[src/sv/lgs_pkg.sv]
package lgs_pkg;

  // Grid limits and derived widths
  localparam int MAX_COLS  = 2048;
  localparam int MAX_ROWS  = 2048;
  localparam int COL_W     = $clog2(MAX_COLS);
  localparam int ROW_W     = $clog2(MAX_ROWS);
  localparam int DIM_W     = 12;
  localparam int CFG_IDX_W = 8;

  // Configuration register indexes
  localparam logic [CFG_IDX_W-1:0] CFG_WIDTH  = CFG_IDX_W'(0);
  localparam logic [CFG_IDX_W-1:0] CFG_HEIGHT = CFG_IDX_W'(1);

  localparam logic [DIM_W-1:0] DIM_MIN = DIM_W'(3);

  // Tag of one accepted item, built by the scan counters
  typedef struct packed {
    logic [COL_W-1:0] col;
    logic             cur;
    logic             emit;
    logic [ROW_W-1:0] row_m1;
    logic [COL_W-1:0] col_m1;
    logic             last;
  } scan_item_t;

  // Clamp a grid dimension to [3, hi]
  function automatic logic [DIM_W-1:0] clamp_dim(input logic [DIM_W-1:0] v,
                                                 input logic [DIM_W-1:0] hi);
    logic [DIM_W-1:0] res;
    if (v < DIM_MIN) begin
      res = DIM_MIN;
    end else if (v > hi) begin
      res = hi;
    end else begin
      res = v;
    end
    return res;
  endfunction

  // B3/S23 rule on a 3x3 window, center at bit 4
  function automatic logic life_next(input logic [8:0] win);
    logic [3:0] n;
    n = 4'd0;
    for (int k = 0; k < 9; k++) begin
      if (k != 4) begin
        n = n + {3'd0, win[k]};
      end
    end
    return (n == 4'd3) || (win[4] && (n == 4'd2));
  endfunction

endpackage

[src/sv/life_generation_stencil.sv]
// One generation of Life (B3/S23) over a grid streamed in raster order, one
// cell per item, with the outer ring of cells held dead. The block takes one
// cell every clock while not stalled; a result for interior cell (r-1, c-1)
// leaves the output register after cell (r, c) is accepted, with its row,
// column and a flag on the last interior cell of the frame. The two rows above
// sit in one 2-bit line buffer memory read and written once per cell at the
// column address; since the grid is at least three columns wide, the write of
// one cell always lands before the next read of the same column. Writing width
// or height (clamped to 3..2048) restarts the frame at cell (0, 0); write them
// only while the block is idle. No clearing pass is needed after reset.
module life_generation_stencil
  import lgs_pkg::*;
(
  input  logic                 clk,
  input  logic                 rst_n,
  input  logic                 cfg_valid,
  output logic                 cfg_ready,
  input  logic [CFG_IDX_W-1:0] cfg_index,
  input  logic [DIM_W-1:0]     cfg_data,
  input  logic                 in_valid,
  output logic                 in_stall,
  input  logic                 in_alive,
  output logic                 out_valid,
  input  logic                 out_stall,
  output logic                 out_next_alive,
  output logic [ROW_W-1:0]     out_cell_row,
  output logic [COL_W-1:0]     out_cell_col,
  output logic                 out_last_cell
);

  scan_item_t       item;
  logic             take;
  logic             busy;
  logic [1:0]       rd_data;
  logic             wr_en;
  logic [COL_W-1:0] wr_addr;
  logic [1:0]       wr_data;

  assign in_stall = busy;
  assign take     = in_valid && !busy;

  lgs_scan u_scan (
    .clk       (clk),
    .rst_n     (rst_n),
    .cfg_valid (cfg_valid),
    .cfg_index (cfg_index),
    .cfg_data  (cfg_data),
    .cfg_ready (cfg_ready),
    .take      (take),
    .in_alive  (in_alive),
    .item      (item)
  );

  lgs_line_buf u_line_buf (
    .clk     (clk),
    .rd_en   (take),
    .rd_addr (item.col),
    .rd_data (rd_data),
    .wr_en   (wr_en),
    .wr_addr (wr_addr),
    .wr_data (wr_data)
  );

  lgs_rule u_rule (
    .clk            (clk),
    .rst_n          (rst_n),
    .take           (take),
    .item           (item),
    .busy           (busy),
    .rd_data        (rd_data),
    .wr_en          (wr_en),
    .wr_addr        (wr_addr),
    .wr_data        (wr_data),
    .out_valid      (out_valid),
    .out_stall      (out_stall),
    .out_next_alive (out_next_alive),
    .out_cell_row   (out_cell_row),
    .out_cell_col   (out_cell_col),
    .out_last_cell  (out_last_cell)
  );

endmodule

[src/sv/lgs_line_buf.sv]
module lgs_line_buf
  import lgs_pkg::*;
(
  input  logic             clk,
  input  logic             rd_en,
  input  logic [COL_W-1:0] rd_addr,
  output logic [1:0]       rd_data,
  input  logic             wr_en,
  input  logic [COL_W-1:0] wr_addr,
  input  logic [1:0]       wr_data
);

  // Bit 1: row two above, bit 0: row one above
  logic [1:0] mem [MAX_COLS];
  logic [1:0] rd_data_r;

  // Write port
  always_ff @(posedge clk) begin
    if (wr_en) begin
      mem[wr_addr] <= wr_data;
    end
  end

  // Registered read port, holds while no read is issued
  always_ff @(posedge clk) begin
    if (rd_en) begin
      rd_data_r <= mem[rd_addr];
    end
  end

  assign rd_data = rd_data_r;

endmodule

[src/sv/lgs_scan.sv]
module lgs_scan
  import lgs_pkg::*;
(
  input  logic                 clk,
  input  logic                 rst_n,
  input  logic                 cfg_valid,
  input  logic [CFG_IDX_W-1:0] cfg_index,
  input  logic [DIM_W-1:0]     cfg_data,
  output logic                 cfg_ready,
  input  logic                 take,
  input  logic                 in_alive,
  output scan_item_t           item
);

  localparam logic [DIM_W-1:0] MAX_W = DIM_W'(MAX_COLS);
  localparam logic [DIM_W-1:0] MAX_H = DIM_W'(MAX_ROWS);

  logic [DIM_W-1:0] width_r, width_nxt;
  logic [DIM_W-1:0] height_r, height_nxt;
  logic [COL_W-1:0] col_r, col_nxt;
  logic [ROW_W-1:0] row_r, row_nxt;
  logic [DIM_W-1:0] col_x, row_x, col_inc, row_inc;
  logic             border;
  logic             cfg_hit;

  assign cfg_ready = 1'b1;

  assign col_x   = DIM_W'(col_r);
  assign row_x   = DIM_W'(row_r);
  assign col_inc = col_x + DIM_W'(1);
  assign row_inc = row_x + DIM_W'(1);

  // Classify the arriving cell
  assign border = (row_r == '0) || (col_r == '0) ||
                  (row_inc == height_r) || (col_inc == width_r);

  always_comb begin
    item.col    = col_r;
    item.cur    = border ? 1'b0 : in_alive;
    item.emit   = (row_x >= DIM_W'(2)) && (col_x >= DIM_W'(2));
    item.row_m1 = row_r - ROW_W'(1);
    item.col_m1 = col_r - COL_W'(1);
    item.last   = (row_inc == height_r) && (col_inc == width_r);
  end

  // Register writes restart the frame; accepted items advance the raster
  always_comb begin
    width_nxt  = width_r;
    height_nxt = height_r;
    col_nxt    = col_r;
    row_nxt    = row_r;
    cfg_hit    = 1'b0;
    if (cfg_valid) begin
      if (cfg_index == CFG_WIDTH) begin
        width_nxt = clamp_dim(cfg_data, MAX_W);
        cfg_hit   = 1'b1;
      end else if (cfg_index == CFG_HEIGHT) begin
        height_nxt = clamp_dim(cfg_data, MAX_H);
        cfg_hit    = 1'b1;
      end
    end
    if (cfg_hit) begin
      col_nxt = '0;
      row_nxt = '0;
    end else if (take) begin
      if (col_inc >= width_r) begin
        col_nxt = '0;
        row_nxt = (row_inc >= height_r) ? '0 : ROW_W'(row_inc);
      end else begin
        col_nxt = COL_W'(col_inc);
      end
    end
  end

  always_ff @(posedge clk) begin
    if (!rst_n) begin
      width_r  <= MAX_W;
      height_r <= MAX_H;
      col_r    <= '0;
      row_r    <= '0;
    end else begin
      width_r  <= width_nxt;
      height_r <= height_nxt;
      col_r    <= col_nxt;
      row_r    <= row_nxt;
    end
  end

endmodule

[src/sv/lgs_rule.sv]
module lgs_rule
  import lgs_pkg::*;
(
  input  logic             clk,
  input  logic             rst_n,
  input  logic             take,
  input  scan_item_t       item,
  output logic             busy,
  input  logic [1:0]       rd_data,
  output logic             wr_en,
  output logic [COL_W-1:0] wr_addr,
  output logic [1:0]       wr_data,
  output logic             out_valid,
  input  logic             out_stall,
  output logic             out_next_alive,
  output logic [ROW_W-1:0] out_cell_row,
  output logic [COL_W-1:0] out_cell_col,
  output logic             out_last_cell
);

  logic             s1_valid_r, s1_valid_nxt;
  scan_item_t       s1_item_r;
  logic             fire;
  logic [8:0]       win_r, win_nxt;
  logic [2:0]       new_col;
  logic             out_valid_r, out_valid_nxt;
  logic             next_r;
  logic [ROW_W-1:0] row_r;
  logic [COL_W-1:0] col_r;
  logic             last_r;

  // Advance the waiting item when the output register is free or drains
  assign fire = s1_valid_r && (!out_valid_r || !out_stall);
  assign busy = s1_valid_r && !fire;

  // Column entering the window: row two up, row one up, current row
  assign new_col = {s1_item_r.cur, rd_data[0], rd_data[1]};
  assign win_nxt = {new_col, win_r[8:3]};

  // Shift the buffered rows down at this column
  assign wr_en   = fire;
  assign wr_addr = s1_item_r.col;
  assign wr_data = {rd_data[0], s1_item_r.cur};

  always_comb begin
    s1_valid_nxt = s1_valid_r;
    if (take) begin
      s1_valid_nxt = 1'b1;
    end else if (fire) begin
      s1_valid_nxt = 1'b0;
    end
    out_valid_nxt = out_valid_r;
    if (fire) begin
      out_valid_nxt = s1_item_r.emit;
    end else if (!out_stall) begin
      out_valid_nxt = 1'b0;
    end
  end

  // Control state
  always_ff @(posedge clk) begin
    if (!rst_n) begin
      s1_valid_r  <= 1'b0;
      out_valid_r <= 1'b0;
      win_r       <= '0;
    end else begin
      s1_valid_r  <= s1_valid_nxt;
      out_valid_r <= out_valid_nxt;
      if (fire) begin
        win_r <= win_nxt;
      end
    end
  end

  // Stage and output payload
  always_ff @(posedge clk) begin
    if (take) begin
      s1_item_r <= item;
    end
    if (fire) begin
      next_r <= life_next(win_nxt);
      row_r  <= s1_item_r.row_m1;
      col_r  <= s1_item_r.col_m1;
      last_r <= s1_item_r.last;
    end
  end

  assign out_valid      = out_valid_r;
  assign out_next_alive = next_r;
  assign out_cell_row   = row_r;
  assign out_cell_col   = col_r;
  assign out_last_cell  = last_r;

endmodule

[config.mk]
export PLATFORM = sky130hd
export DESIGN_NAME = life_generation_stencil
export DESIGN_NICKNAME = d
export VERILOG_FILES = /design/src/sv/lgs_pkg.sv /design/src/sv/life_generation_stencil.sv /design/src/sv/lgs_line_buf.sv /design/src/sv/lgs_scan.sv /design/src/sv/lgs_rule.sv
export SDC_FILE = /design/constraint.sdc
export NUM_CORES = 2
export LEC_CHECK = 0
export BUFFER_PORTS_ARGS = -buffer_cell sky130_fd_sc_hd__buf_2
export CORE_UTILIZATION = 60
export DETAILED_ROUTE_END_ITERATION = 6
export GPL_ROUTABILITY_DRIVEN = 0
export PLACE_DENSITY_LB_ADDON = 0.12
export SLEW_MARGIN = 20
export SYNTH_ARGS = -nofsm -noshare
export SYNTH_HDL_FRONTEND = slang
export SYNTH_SLANG_ARGS = --single-unit
[constraint.sdc]
create_clock -name clk -period 63.1 [get_ports clk]
set_clock_uncertainty 0.15 [all_clocks]
set_input_delay 12.62 -clock clk [delete_from_list [all_inputs] [get_ports clk]]
set_output_delay 12.62 -clock clk [all_outputs]
set_load 0.05 [all_outputs]
# Word-level counts from Yosys, hierarchy flattened

Memory sizes are Yosys's and may differ from the RTL's. A register that Yosys moved wholly into a read port is not among the register bits.
Cells that the tools add are included.
Widths: inputs -> output; s select.

Bits in writable memories: 4096
Memories: 1
Bits in latches: 0
Bits of input ports: 26
Register bits after elaboration: 117
Memory bits (read-only): 0
Output and inout bits: 27

Shift operators: 0
Reductions and logical operators: 23
Multipliers: 0
Magnitude comparators: 6
Multiplexer cells: 21
Equal/unequal tests: 6
Bitwise operators: 2
Divide/modulo/power cells: 0
Add/sub/neg operators: 11

Memory list:

| name           | depth | bits a word | read ports | clocked after memory_dff | write ports | RTL line           | RTL |
|---|---|---|---|---|---|---|---|
| u_line_buf.mem | 2048  | 2           | 1          | 1                        | 1           | lgs_line_buf.sv:14 | `logic [1:0] mem [MAX_COLS];` |

Operators with widths:

| cell                  | number |
|---|---|
| $mux 4                | 8 |
| $add 4x1->4           | 7 |
| $add 11x1->12 const B | 2 |
| $eq 12x12->1          | 2 |
| $ge 12x12->1          | 2 |
| $mux 12               | 2 |
| $ge 11x2->1 const B   | 2 |
| $logic_not 11->1      | 2 |
| $mux 11               | 2 |
| $sub 11x1->11 const B | 2 |
| $gt 12x12->1 const B  | 1 |
| $lt 12x2->1 const B   | 1 |
| $mux 1                | 9 |
| $eq 4x2->1 const B    | 2 |
| $eq 8x1->1 const B    | 1 |
| $logic_not 8->1       | 1 |
| $logic_and 1x1->1     | 6 |
| $logic_or 1x1->1      | 5 |
| $logic_not 1->1       | 4 |
| $reduce_and 2->1      | 2 |
| $reduce_and 3->1      | 1 |
| $ne 2x1->1 const B    | 1 |
| $not 1->1             | 2 |
| $reduce_bool 2->1     | 1 |
| $reduce_or 2->1       | 1 |

# Logic depth before layout (Yosys ltp)

Depth after elaboration: 21
Gate-level depth with buffers: 20
Gate-level depth less buffers: 13

# Modules after synthesis

A second synthesis with hierarchy kept.

Cell total of the unflattened synthesis: 10701
Area, all modules: 174567.4 um^2

Modules (own cells, without submodules):

| module                  | instances | area each (um^2) | cells each |
|---|---|---|---|
| lgs_line_buf            | 1         | 168808.2         | 10174 |
| lgs_scan                | 1         | 3221.8           | 394 |
| lgs_rule                | 1         | 2523.7           | 132 |
| life_generation_stencil | 1         | 13.8             | 1 |

# Worst setup path after synthesis

No wires, ideal clock.

Kind: reg2reg
Start point: register u_rule.s1_item_r (netlist bit u_rule.wr_data[0])
End point: memory u_line_buf.mem[0][0] (data pin)
Cell stages (with the launch flop): 1
Period minus slack after synthesis: 29.068 ns
Setup slack: 34.032 ns
Path buffers: 0
Data required time: 57.802 ns
Arrival time: 23.770 ns
Cells stage by stage: edfxtp_1

RTL lines:

| element                | RTL line           | RTL |
|---|---|---|
| from (decl)            | lgs_rule.sv:22     | `scan_item_t s1_item_r;` |
| from (signal assigned) | lgs_rule.sv:78     | `s1_item_r <= item;` |
| to (decl)              | lgs_line_buf.sv:14 |  |

No word-level cell before the write port.

# Final worst setup path

Start point: input port out_stall
End point: output port in_stall

Cells in the longest elaborated chain, start to end: 5

RTL lines:

| element           | RTL line                      | RTL |
|---|---|---|
| from (decl)       | life_generation_stencil.sv:24 | `input logic out_stall,` |
| $logic_not 1->1   | lgs_rule.sv:33                | `assign fire = s1_valid_r && (!out_valid_r \|\| !out_stall);` |
| $logic_or 1x1->1  | lgs_rule.sv:33                |  |
| $logic_and 1x1->1 | lgs_rule.sv:33                |  |
| $logic_not 1->1   | lgs_rule.sv:34                | `assign busy = s1_valid_r && !fire;` |
| $logic_and 1x1->1 | lgs_rule.sv:34                |  |
| to (decl)         | life_generation_stencil.sv:21 | `output logic in_stall,` |

No other way between the ends.

==> flow_summary.yaml <==
drt:
  routed_wl_um: 520000
  vias: 99200
  first_iter_violations: 16900
  drtPass1Iterations: 7
  vias_per_cell: 7.04
  drcViolationCount: 0
  ant_nets: 0
  wl_per_cell_um: 36.9
setup_path:
  cp_data_arrival_time_ns: 13.25
  cp_slowest_cell: "buf_2"
  crit_required_ns: 50.33
  crit_path_max_incr_delay_ns: 0.28
  crit_path_end_kind: "primary output"
  cp_common_cell: "buf_2"
  worstPathMaxFanout: 2
  reg2reg_depth: 12
  worstSetupPathType: "primary input to primary output"
  worstPathCellList: "buf_2, nand3_1, inv_1, buf_2"
  start_kind: "primary input"
timing:
  rsz0062_at_grt: "no"
  hold_slack_ns: 0.266
  final.setup.worst_slack_ns: 37.08
  clock.fmax_mhz: 38.4
  fin_crit_sh_pct: 41.2
  fin_setup_tns_ns: 0
  setup_viol: 0
  slew_viol_final: 0
  tightest_slew_ns: 1.34
  hold_violations: 0
  worst_slew_margin_rel_pct: 10.7
  period_needed_ns: 26.02
yosys:
  yosysTopAreaCellShare_pct: 72.5
  synthAdderAreaFrac_pct: 0.343
  yosys.area.top_type: "edfxtp_1"
  synth_top_family_by_area: "multiplexers"
  netlist_top_cells_count: "4158 x edfxtp_1, 2184 x nor2_1, 905 x mux4_2"
  synth_compound_area_share_pct: 2.98
  avgSynthCellArea_um2: 17.2
  muxShareOfSynthArea_pct: 14.3
  ys_types: 81
  synth-main-ff-cell: "edfxtp_1"
  synth_edf_count: 4158
  yosysSeqAreaShare_pct: 73.1
  synthSimpleGateAreaFrac_pct: 6.47
  synth-warning-count: 0
  synth.ff_latch_count: 4212
  synth_xor_area_share_pct: 0.229
  syn_area_um2: 172000
  netlist_instances: 10000
  yosysMostFrequentCell: "edfxtp_1"
  syn_nets: 10100
  ys_top_cells_by_area: "edfxtp_1 72%, mux4_2 12%, nor2_1 4.8%, mux2i_1 2.2%, clkbuf_1 1.1%"
  ys_async_sr_fraction_pct: 0
hold_path:
  holdCritPathClass: "flop to flop"
  holdPathStages: 0
status:
  status: "finished clean"
grt:
  grt.overflow.total: 0
  track_usage_pct: 36.1
  grt_pass1_wl_um: 725000
  grt_max_degree: 250
  grt_pass1_vias: 96800
  antenna_found_initial: 39
run:
  cap_violations: 0
floorplanning:
  coreArea_um2: 285000
  num_rows: 196
  fp.dieW_um: 538
  dieHeight_um: 538
  ioPinCount: 53
  start_util_pct: 60.3
  die_area_um2: 289000
layout:
  fin_cells: 14100
  nNetsFinal: 10000
  utilization_pct: 66.4
  fin_area_um2: 190000
  syn_to_final_growth_pct: 10.0
  drive_above_1_share_pct: 19.4
cts:
  htree_levels: 5
  clock_latency_ns: 0.98
  cts_buffer_depth: 4
  cts_made_buffers: 419
  cts_setup_buffers: 0
  root_buffer: "clkbuf_16"
  cts.clk_slew.worst_paths_ns: 0.06
  cts_tree: "done"
  cts_resized: 0
  hold_buffers: 0
  clock_sinks: 4212
placed_design:
  port_buffers: 51
  pre_cts_ws_ns: 37.08
  place_hpwl_um: 296000
  dpl_cell_area_um2: 176000
  dp.cells: 13300
pwr:
  finalPower_mw: 5.85
  power_leakage_nw: 56.8
  ir_drop_uv: 30.3
  p_per_area_nw_per_um2: 30.9
-- layout by cell type (no fill, tap or decap), drive strengths merged, types with 14 or more instances in the layout --
| cell | n |
|---|---|
| dfxtp | 54 |
| o21ai | 76 |
| xnor2 | 28 |
| a22oi | 146 |
| buf | 337 |
| a211oi | 26 |
| mux2 | 24 |
| nor2 | 2184 |
| mux2i | 384 |
| a221oi | 43 |
| and3 | 16 |
| a2111oi | 21 |
| inv | 55 |
| nand2 | 289 |
| diode | 37 |
| o211ai | 20 |
| mux4 | 913 |
| nor2b | 18 |
| clkbuf | 505 |
| nor3b | 15 |
| bufinv | 34 |
| o22ai | 93 |
| nand2b | 14 |
| edfxtp | 4158 |
| nand3 | 111 |
| clkinv | 202 |
| ha | 44 |
| a31oi | 31 |
| nor3 | 47 |
| a22o | 38 |
| xor2 | 17 |
| a21oi | 110 |
| nor4 | 28 |
| nand4 | 20 |
| o221ai | 23 |
-- registers in the layout (all words and copies together), names as in the netlist --
name                   flops
u_line_buf.mem          4096
u_rule.s1_item_r          24
u_scan.height_r           12
u_scan.width_r            12
u_rule.out_cell_col       11
u_rule.out_cell_row       11
u_rule.wr_addr            11
u_scan.col_r              11
u_scan.row_r              11
u_rule.win_r               6
u_line_buf.rd_data         2
u_rule.out_last_cell       1
u_rule.out_next_alive      1
u_rule.out_valid           1
u_rule.s1_valid_r          1
u_rule.wr_data             1
-- routing by layer --
metal / global-route usage, % / routed length (um) / share of wire [%] / vias up
met2: 54.3 / 238000 / 46 / 7523
met4: 17.8 / 27800 / 5.3 / 16
li1: - / - / - / 39000
met1: 49.5 / 183000 / 35 / 51400
met3: 9.36 / 70900 / 14 / 1251
met5: 0 / 106 / 0.020 / -
-- layout make-up --
type / count / area (um^2)
clock inverter: 260 / 2240
sequential: 4212 / 126000
timing repair buffer: 337 / 2730
tap: 3762 / 4710
multi-input combinational: 4931 / 42700
clock buffer: 505 / 11000
inverter: 44 / 180
antenna: 37 / 92.6
fill: 19200 / 95900
-- critical path, delay by kind of cell --
kind                   cells  cell delay, ns
buffers and inverters      3            0.50
AND/OR/NAND/NOR            1            0.13
-- cells by family after synthesis --
kind of cell,after synthesis
compound gates,726
xor+xnor,45
fa+ha+maj,46
buf+inv,871
flops,4212
mux,1321
other cells,1
simple gates,2792
-- report_power, final --
part / switching, mW / internal (mW) / leakage (nW)
Clock: 1.06 / 1.37 / 6.48
Sequential: 0.00369 / 3.08 / 38.0
Combinational: 0.205 / 0.127 / 12.4
-- path summary, 6_finish.rpt --
| path | to | start | slack, ns |
|---|---|---|---|
| worst max-delay path | in_stall | out_stall | 37.08 |
| worst min-delay path | u_rule.out_cell_row[7] | u_rule.s1_item_r[19] | 0.27 |
| worst max register to register | u_line_buf.rd_data[0] | u_scan.col_r[0] | 55.25 |
| worst min register to register | u_rule.out_cell_row[7] | u_rule.s1_item_r[19] | 0.27 |
Power figures use the tool's default switching activity.
